`config.mk`:
```
export PLATFORM = sky130hd
export DESIGN_NAME = cpd_ram
export DESIGN_NICKNAME = d
export VERILOG_FILES = /design/src/hw/rtl/column_pattern_dedup_assert.svh /design/src/hw/rtl/cpd_pkg.sv /design/src/hw/rtl/cpd_ram.sv
export SDC_FILE = /design/constraint.sdc
export NUM_CORES = 1
export LEC_CHECK = 0
export BUFFER_PORTS_ARGS = -buffer_cell sky130_fd_sc_hd__buf_2
export CORE_MARGIN = 4
export CORE_UTILIZATION = 53
export DETAILED_ROUTE_END_ITERATION = 8
export GPL_TIMING_DRIVEN = 0
export PLACE_DENSITY = 0.77
export SETUP_SLACK_MARGIN = 0.4
export SLEW_MARGIN = 20
export SYNTH_ARGS = -nofsm -noshare
export SYNTH_HDL_FRONTEND = slang
export SYNTH_SLANG_ARGS = --single-unit
```
`constraint.sdc`:
```
create_clock -name clk -period 2.4 [get_ports clk]
set_input_delay 0 -clock clk [delete_from_list [all_inputs] [get_ports clk]]
set_output_delay 0 -clock clk [all_outputs]
set_load 0.01 [all_outputs]
```
`src/hw/rtl/column_pattern_dedup_assert.svh`:
```
// Assertion macros for the column pattern dedup block.
// Expects clk and rst_n in the scope of each use.
`ifndef COLUMN_PATTERN_DEDUP_ASSERT_SVH
`define COLUMN_PATTERN_DEDUP_ASSERT_SVH

// Same-cycle implication, checked out of reset
`define CPD_ASSERT_HOLD(lbl, ante, cons, msg) \
  lbl: assert property (@(posedge clk) disable iff (!rst_n) (ante) |-> (cons)) \
    else $error(msg);

// Next-cycle implication, checked out of reset
`define CPD_ASSERT_NEXT(lbl, ante, cons, msg) \
  lbl: assert property (@(posedge clk) disable iff (!rst_n) (ante) |=> (cons)) \
    else $error(msg);

`endif

```
`src/hw/rtl/cpd_pkg.sv`:
```
// Shared constants for the column pattern dedup block.
// No dependencies.
`timescale 1ns / 1ps

package cpd_pkg;

  // Item field widths
  localparam int SYM_W = 8;
  localparam int IDX_W = 10;
  localparam int TOT_W = 11;

  // Configuration port
  localparam int CFG_DW = 32;
  localparam int CFG_AW = 3;
  localparam int NUM_TAXA_W = 7;
  localparam logic [CFG_AW-1:0] ADDR_NUM_TAXA = 3'd0;
  localparam logic [NUM_TAXA_W-1:0] NUM_TAXA_RST = 7'd4;

  // Byte lane of a stored pattern row
  localparam int LANE_W = 8;

endpackage

```
`src/hw/rtl/cpd_ram.sv`:
```
// Generic simple dual-port RAM with byte-lane write enables and registered read.
// Depends on cpd_pkg for the lane width.
`timescale 1ns / 1ps

module cpd_ram #(
  parameter int WIDTH = 8,
  parameter int DEPTH = 2,
  localparam int AW = $clog2(DEPTH),
  localparam int NB = WIDTH / cpd_pkg::LANE_W
) (
  input  logic             clk,
  input  logic             wr_en,
  input  logic [NB-1:0]    wr_be,
  input  logic [AW-1:0]    wr_addr,
  input  logic [WIDTH-1:0] wr_data,
  input  logic             rd_en,
  input  logic [AW-1:0]    rd_addr,
  output logic [WIDTH-1:0] rd_data
);

  localparam int LW = cpd_pkg::LANE_W;

  logic [WIDTH-1:0] mem_q [DEPTH];

  // Lane-masked write
  always_ff @(posedge clk) begin
    if (wr_en) begin
      for (int b = 0; b < NB; b++) begin
        if (wr_be[b]) begin
          mem_q[wr_addr][LW*b +: LW] <= wr_data[LW*b +: LW];
        end
      end
    end
  end

  // Registered read
  always_ff @(posedge clk) begin
    if (rd_en) begin
      rd_data <= mem_q[rd_addr];
    end
  end

endmodule
```
==> results of run 1 <==
## cell usage after synthesis, drive strengths merged
cell type,number
edfxtp,24
mux2,8
and3,1
and3b,1
buf,1
## state kept, by name, summed over array words and instances (netlist names)
signal,cells
mem_q,16
rd_data,8
## cell families (layout without fill, tap and decap cells)
| logic type | count (synthesis) | count (layout) | synth area share [%] |
|---|---|---|---|
| and+or+nand+nor | 2 | 2 | 1.73 |
| buffers and inverters | 1 | 33 | 1.30 |
| muxes | 8 | 8 | 13.9 |
| DFF | 24 | 24 | 83.1 |
## metal layers
metal	vias to the layer above	routed length [um]	track usage, %	share of wire (%)
met2	18	523	16.3	50
met4	0	0	2.76	0
met1	185	429	12.9	41
met5	-	0	0	0
li1	203	-	-	-
met3	0	98	4.29	9.3
## power by group through the flow
stage / logic (W) / clock network [W] / registers [W]
floorplan: 0.0000241 / 0 / 0.000505
global placement: 0.0000520 / 0 / 0.000500
detailed placement: 0.0000530 / 0 / 0.000501
CTS: 0.0000628 / 0.000170 / 0.000491
global route: 0.0000681 / 0.000193 / 0.000493
finish: 0.0000623 / 0.000162 / 0.000491
## stage by stage
step	power (W)	cells	worst slack, ns	hold slack [ns]	area [sq um]
floorplan	0.000529	35	1.55	0.0989	867
global placement	0.000552	71	1.52	0.188	987
detailed placement	0.000554	71	1.50	0.192	987
CTS	0.000724	83	1.50	0.0263	1090
global route	0.000754	83	1.48	0.0198	1090
finish	0.000715	83	1.50	0.0306	1090
## final cells by class
type	instances	share of cell area, %
plain buffers	1	1.03
repair buffers	28	16.5
clock buffers	3	2.06
flip-flops and latches	24	65.9
well taps	16	1.83
clock inverters	1	0.343
multi-input cells	10	12.4
## worst paths after layout
kind	start	end	slack, ns	cells past startpoint
max	mem_q[0][5]$_DFFE_PP_	rd_data[5]$_DFFE_PP_	1.50	1
min	rd_en	rd_data[4]$_DFFE_PP_	0.03	1
max reg2reg	mem_q[0][5]$_DFFE_PP_	rd_data[5]$_DFFE_PP_	1.50	1
min reg2reg	mem_q[1][5]$_DFFE_PP_	rd_data[5]$_DFFE_PP_	0.56	1
## timing repair
action | 4_1_cts | 5_1_grt
endpoints found under the hold margin | 16 | 0
hold buffers | 8 | 0
endpoints found under the setup margin | 0 | 0
==> flow_summary_export.csv, run 1 <==
group,metric,value,unit
run_status,status,"finished, final reports clean",
worst_setup_path,crit_buf_inv,0,
floorplanning,core_area,0.00152,sq mm
clock_network,h-tree-depth,1,
worst_setup_path,slowest_delay,0.39,ns
floorplanning,initial_core_util,56.9,%
synth,yosysTopAreaCell,"edfxtp_1",
clock_network,cts_tree,"yes",
timing,min_period_over_period,37.5,%
clock_network,cts_inserted_buffers,3,
routing,viasPerCell,4.89,
power_and_ir_drop,seqPwrFrac,68.6,%
final_layout,utilization,71.8,%
worst_setup_path,crit_family,"flip-flops",
grt,antenna_found_initial,0,
synth,synth_area_leaders,"edfxtp_1, mux2_4, buf_6",
routing,num_vias,406,
floorplanning,die-area,0.00235,sq mm
synth,ys_ff_latch,24,
final_layout,final_nets,82,
worst_setup_path,cp_slowest_cell,"edfxtp_1",
grt,grt_pass1_wl,1.86,mm
timing,tightest_slew,0.366,ns
floorplanning,die_y,48.4,um
power_and_ir_drop,switchingPower,0.000131,W
timing,final.setup.tns,0,ns
final_layout,diodes,0,
clock_network,clock-sinks,24,
synth,synthesis.area,867,sq um
final_layout,num-fill-cells,100,
synth,postSynthCellCount,35,
power_and_ir_drop,cellLeakagePower,0.437,nW
synth,synth_area_per_cell,24.8,sq um
grt,grt_pass1_vias,433,
timing,fin_skew,0.00263,ns
synth,seq_area_frac_synth,83.1,%
final_layout,mostFrequentLayoutCells,"edfxtp_1, buf_2, mux2_4, dlygate4sd3_1, clkbuf_4",
power_and_ir_drop,combPwrFrac,8.7,%
power_and_ir_drop,clockPowerShare,22.7,%
clock_network,cts_setup_buffers,0,
final_layout,seqCellArea,721,sq um
run,drv_cap,0,
power_and_ir_drop,swShare,18.3,%
power_and_ir_drop,peakVddDrop,0.393,mV
clock_network,cts_root_buf,"clkbuf_4",
routing,drc_errors,0,
worst_setup_path,crit_path_cell_trace,"mux2_4",
worst_setup_path,worstPathRequired,2.46,ns
timing,rsz0062_at_grt,"false",
worst_setup_path,worst-setup-path-type,"register to register",
worst_setup_path,end_kind,"register",
synth,synth.distinct_cells,5,
timing,max-slew-margin-rel,75.6,%
placement,gp_congestion,0.639,
timing,fmax,1110,MHz
worst_setup_path,critPathMaxFanout,1,
final_layout,multiInputGateArea,135,sq um
final_layout,area_growth,26.1,%
timing,min_period,0.900,ns
clock_network,clk_path_buf_depth,2,
clock_network,clk_pin_slew,0.11,ns
worst_setup_path,crit_arrival,0.96,ns
hold_path,hold_path_class,"primary input to register",
synth,synth_top_area_share,83.1,%
synth,ys_warn_count,0,
grt,gr-total-overflow,0,
floorplanning,die_x,48.4,um
worst_setup_path,start_kind,"register",
floorplanning,row_count,14,
routing,drt_first_iter_violations,9,
placement,io_buffers,20,
clock_network,cts-resized-gates,0,
clock_network,clk_latency,0.29,ns
routing,ant_nets,0,
synth,syn-num-nets,49,
timing,finalMaxSlewViolations,0,
timing,hold_viol,0,
grt,track_usage,10.3,%
power_and_ir_drop,internal_power,0.000584,W
floorplanning,io-pin-count,22,
final_layout,final_common_cell,"edfxtp_1",
routing,drt_wl_total,1.05,mm
routing,firstDrtPassIters,2,
timing,finalSetupViolCount,0,
grt,grt_max_degree,14,
routing,wl_per_cell,12.7,um
final_layout,drive_gt1_share,47.8,%
power_and_ir_drop,powerDensity,654,mW/mm^2
Power figures use the tool's default switching activity.
==> inputs of run 2 (changes only) <==
--- a/config.mk
+++ b/config.mk
@@ -7,10 +7,10 @@
 export LEC_CHECK = 0
 export BUFFER_PORTS_ARGS = -buffer_cell sky130_fd_sc_hd__buf_2
 export CORE_MARGIN = 4
-export CORE_UTILIZATION = 53
+export CORE_UTILIZATION = 44
 export DETAILED_ROUTE_END_ITERATION = 8
 export GPL_TIMING_DRIVEN = 0
-export PLACE_DENSITY = 0.77
+export PLACE_DENSITY = 0.68
 export SETUP_SLACK_MARGIN = 0.4
 export SLEW_MARGIN = 20
 export SYNTH_ARGS = -nofsm -noshare
==> constraint.sdc (replaced) <==
create_clock -name clk -period 0.8 [get_ports clk]
set_input_delay 0 -clock clk [delete_from_list [all_inputs] [get_ports clk]]
set_output_delay 0 -clock clk [all_outputs]
set_load 0.01 [all_outputs]
==> run 2 against run 1 <==
  * The run now ends with negative hold slack, negative setup slack left
  * Global-route usage decreased by 1.7 points
  * Critical path depth unchanged
  * Clock-buffer cell count unchanged
  * Maximum frequency decreased by 0.75%
  * Via count decreased by 3.2%
  * Sequential share of layout area increased by 1.9 points
  * Worst setup slack got worse by 1.6 ns
  * Hold slack got worse by 0.15 ns
  * Clock power increased to 5.2 times the previous value
  * Power increased to 3.5 times the previous value
  * Critical path type unchanged
==> flow_summary_export.csv, run 2 (synthesis results as in run 1) <==
group,metric,value,unit
floorplanning,die-area,0.00274,sq mm
power_and_ir_drop,internal_power,0.00206,W
floorplanning,core_area,0.00180,sq mm
power_and_ir_drop,cellLeakagePower,0.416,nW
final_layout,diodes,0,
power_and_ir_drop,seqPwrFrac,59.5,%
placement,gp_congestion,0.630,
run_status,status,"complete, but fails checks",
worst_setup_path,crit_buf_inv,0,
power_and_ir_drop,swShare,16.9,%
power_and_ir_drop,finalPower,0.00248,W
timing,fmax,1100,MHz
final_layout,final_area,0.00106,sq mm
timing,min_period,0.906,ns
power_and_ir_drop,powerDensity,2330,mW/mm^2
timing,tightest_slew,0.204,ns
clock_network,h-tree-depth,1,
final_layout,multiInputGateArea,141,sq um
timing,rsz0062_at_grt,"true",
placement,io_buffers,20,
final_layout,final_common_cell,"edfxtp_1",
placement,dpl_cell_area,0.00100,sq mm
timing,setup_ws,-0.106,ns
routing,drc_errors,0,
timing,min_period_over_period,113,%
clock_network,clk_path_buf_depth,2,
power_and_ir_drop,peakVddDrop,1.18,mV
timing,fin_skew,0.000587,ns
worst_setup_path,worst-setup-path-type,"register to register",
final_layout,area_growth,22.7,%
final_layout,final_nets,74,
final_layout,largest_register_ffs,16,
power_and_ir_drop,switchingPower,0.000418,W
timing,hold_viol,16,
worst_setup_path,cp_slowest_cell,"edfxtp_1",
clock_network,clk_latency,0.30,ns
worst_setup_path,crit_path_cell_trace,"mux2_4",
grt,grt_pass1_vias,392,
power_and_ir_drop,clockPowerShare,33.9,%
floorplanning,io-pin-count,22,
timing,max-slew-margin-rel,86.4,%
timing,finalMaxSlewViolations,0,
clock_network,cts_root_buf,"clkbuf_4",
worst_setup_path,start_kind,"register",
timing,final.setup.tns,-0.768,ns
worst_setup_path,worstPathRequired,0.87,ns
routing,firstDrtPassIters,3,
final_layout,largest-register,"mem_q",
grt,gr-total-overflow,0,
grt,track_usage,8.61,%
grt,grt_max_degree,15,
final_layout,num-fill-cells,145,
routing,drt_wl_total,1.09,mm
worst_setup_path,slowest_delay,0.40,ns
floorplanning,initial_core_util,48.1,%
worst_setup_path,crit_family,"flip-flops",
power_and_ir_drop,combPwrFrac,6.7,%
run_status,violations,"negative hold slack, negative setup slack",
final_layout,seqCellArea,721,sq um
worst_setup_path,critPathMaxFanout,1,
grt,antenna_found_initial,0,
routing,ant_nets,0,
hold_path,hold_path_class,"primary input to register",
floorplanning,row_count,15,
clock_network,cts_inserted_buffers,3,
final_layout,largestRegisters,"mem_q x16, rd_data x8",
routing,wl_per_cell,13.0,um
run,drv_cap,0,
worst_setup_path,end_kind,"register",
timing,fin_hold_ws,-0.121,ns
final_layout,drive_gt1_share,59.3,%
timing,finalSetupViolCount,16,
worst_setup_path,crit_arrival,0.97,ns
routing,num_vias,393,
floorplanning,die_x,52.4,um
routing,drt_first_iter_violations,4,
clock_network,clk_pin_slew,0.12,ns
grt,grt_pass1_wl,1.66,mm
clock_network,clock-sinks,24,
floorplanning,die_y,52.4,um
routing,viasPerCell,4.68,
clock_network,cts_tree,"yes",
final_layout,mostFrequentLayoutCells,"edfxtp_1, buf_2, mux2_4",
run 2: what timing repair did:
| action | 4_1_cts | 5_1_grt |
|---|---|---|
| setup endpoints to repair | 24 | 24 |
| resized for setup | 1 | 0 |
| buffers inserted | 0 | 0 |
| hold endpoints to repair | 16 | 16 |
run 2: worst paths after layout:
path	from	end	slack (ns)	cells after the start
hold / removal	wr_data[4]	mem_q[1][4]$_DFFE_PP_	-0.12	1
setup reg to reg	mem_q[0][1]$_DFFE_PP_	rd_data[1]$_DFFE_PP_	-0.11	1
hold reg to reg	mem_q[0][5]$_DFFE_PP_	rd_data[5]$_DFFE_PP_	0.56	1
setup / recovery	mem_q[0][1]$_DFFE_PP_	rd_data[1]$_DFFE_PP_	-0.11	1
run 2: power groups by stage:
stage	clock [W]	combinational, W	sequential [W]
finish	0.000838	0.000165	0.00147
global route	0.000946	0.000179	0.00148
CTS	0.000862	0.000168	0.00147
detailed placement	0	0.000165	0.00150
global placement	0	0.000161	0.00150
floorplan	0	0.0000744	0.00152
run 2: final cells by class:
| cell class | count | share of cell area [%] |
|---|---|---|
| plain buffers | 1 | 1.06 |
| clock buffers | 3 | 2.12 |
| clock inverters | 1 | 2.82 |
| multi-input cells | 10 | 13.3 |
| flip-flops and latches | 24 | 67.8 |
| well taps | 25 | 2.94 |
| repair buffers | 20 | 10.0 |
run 2: routing by layer:
| metal | wire, um | track usage, % | vias up |
|---|---|---|---|
| met1 | 386 | 8.01 | 187 |
| met2 | 599 | 17.1 | 17 |
| met4 | 0 | 2.55 | 0 |
| li1 | - | - | 189 |
| met5 | 0 | 0 | - |
| met3 | 106 | 2.85 | 0 |
run 2: through the flow:
stage	utilization (%)	setup slack, ns	cells
finish	59.0	-0.106	84
floorplan	-	-0.0504	35
global placement	55.8	-0.0620	80
global route	59.0	-0.123	84
detailed placement	55.8	-0.0802	80
CTS	59.0	-0.119	84
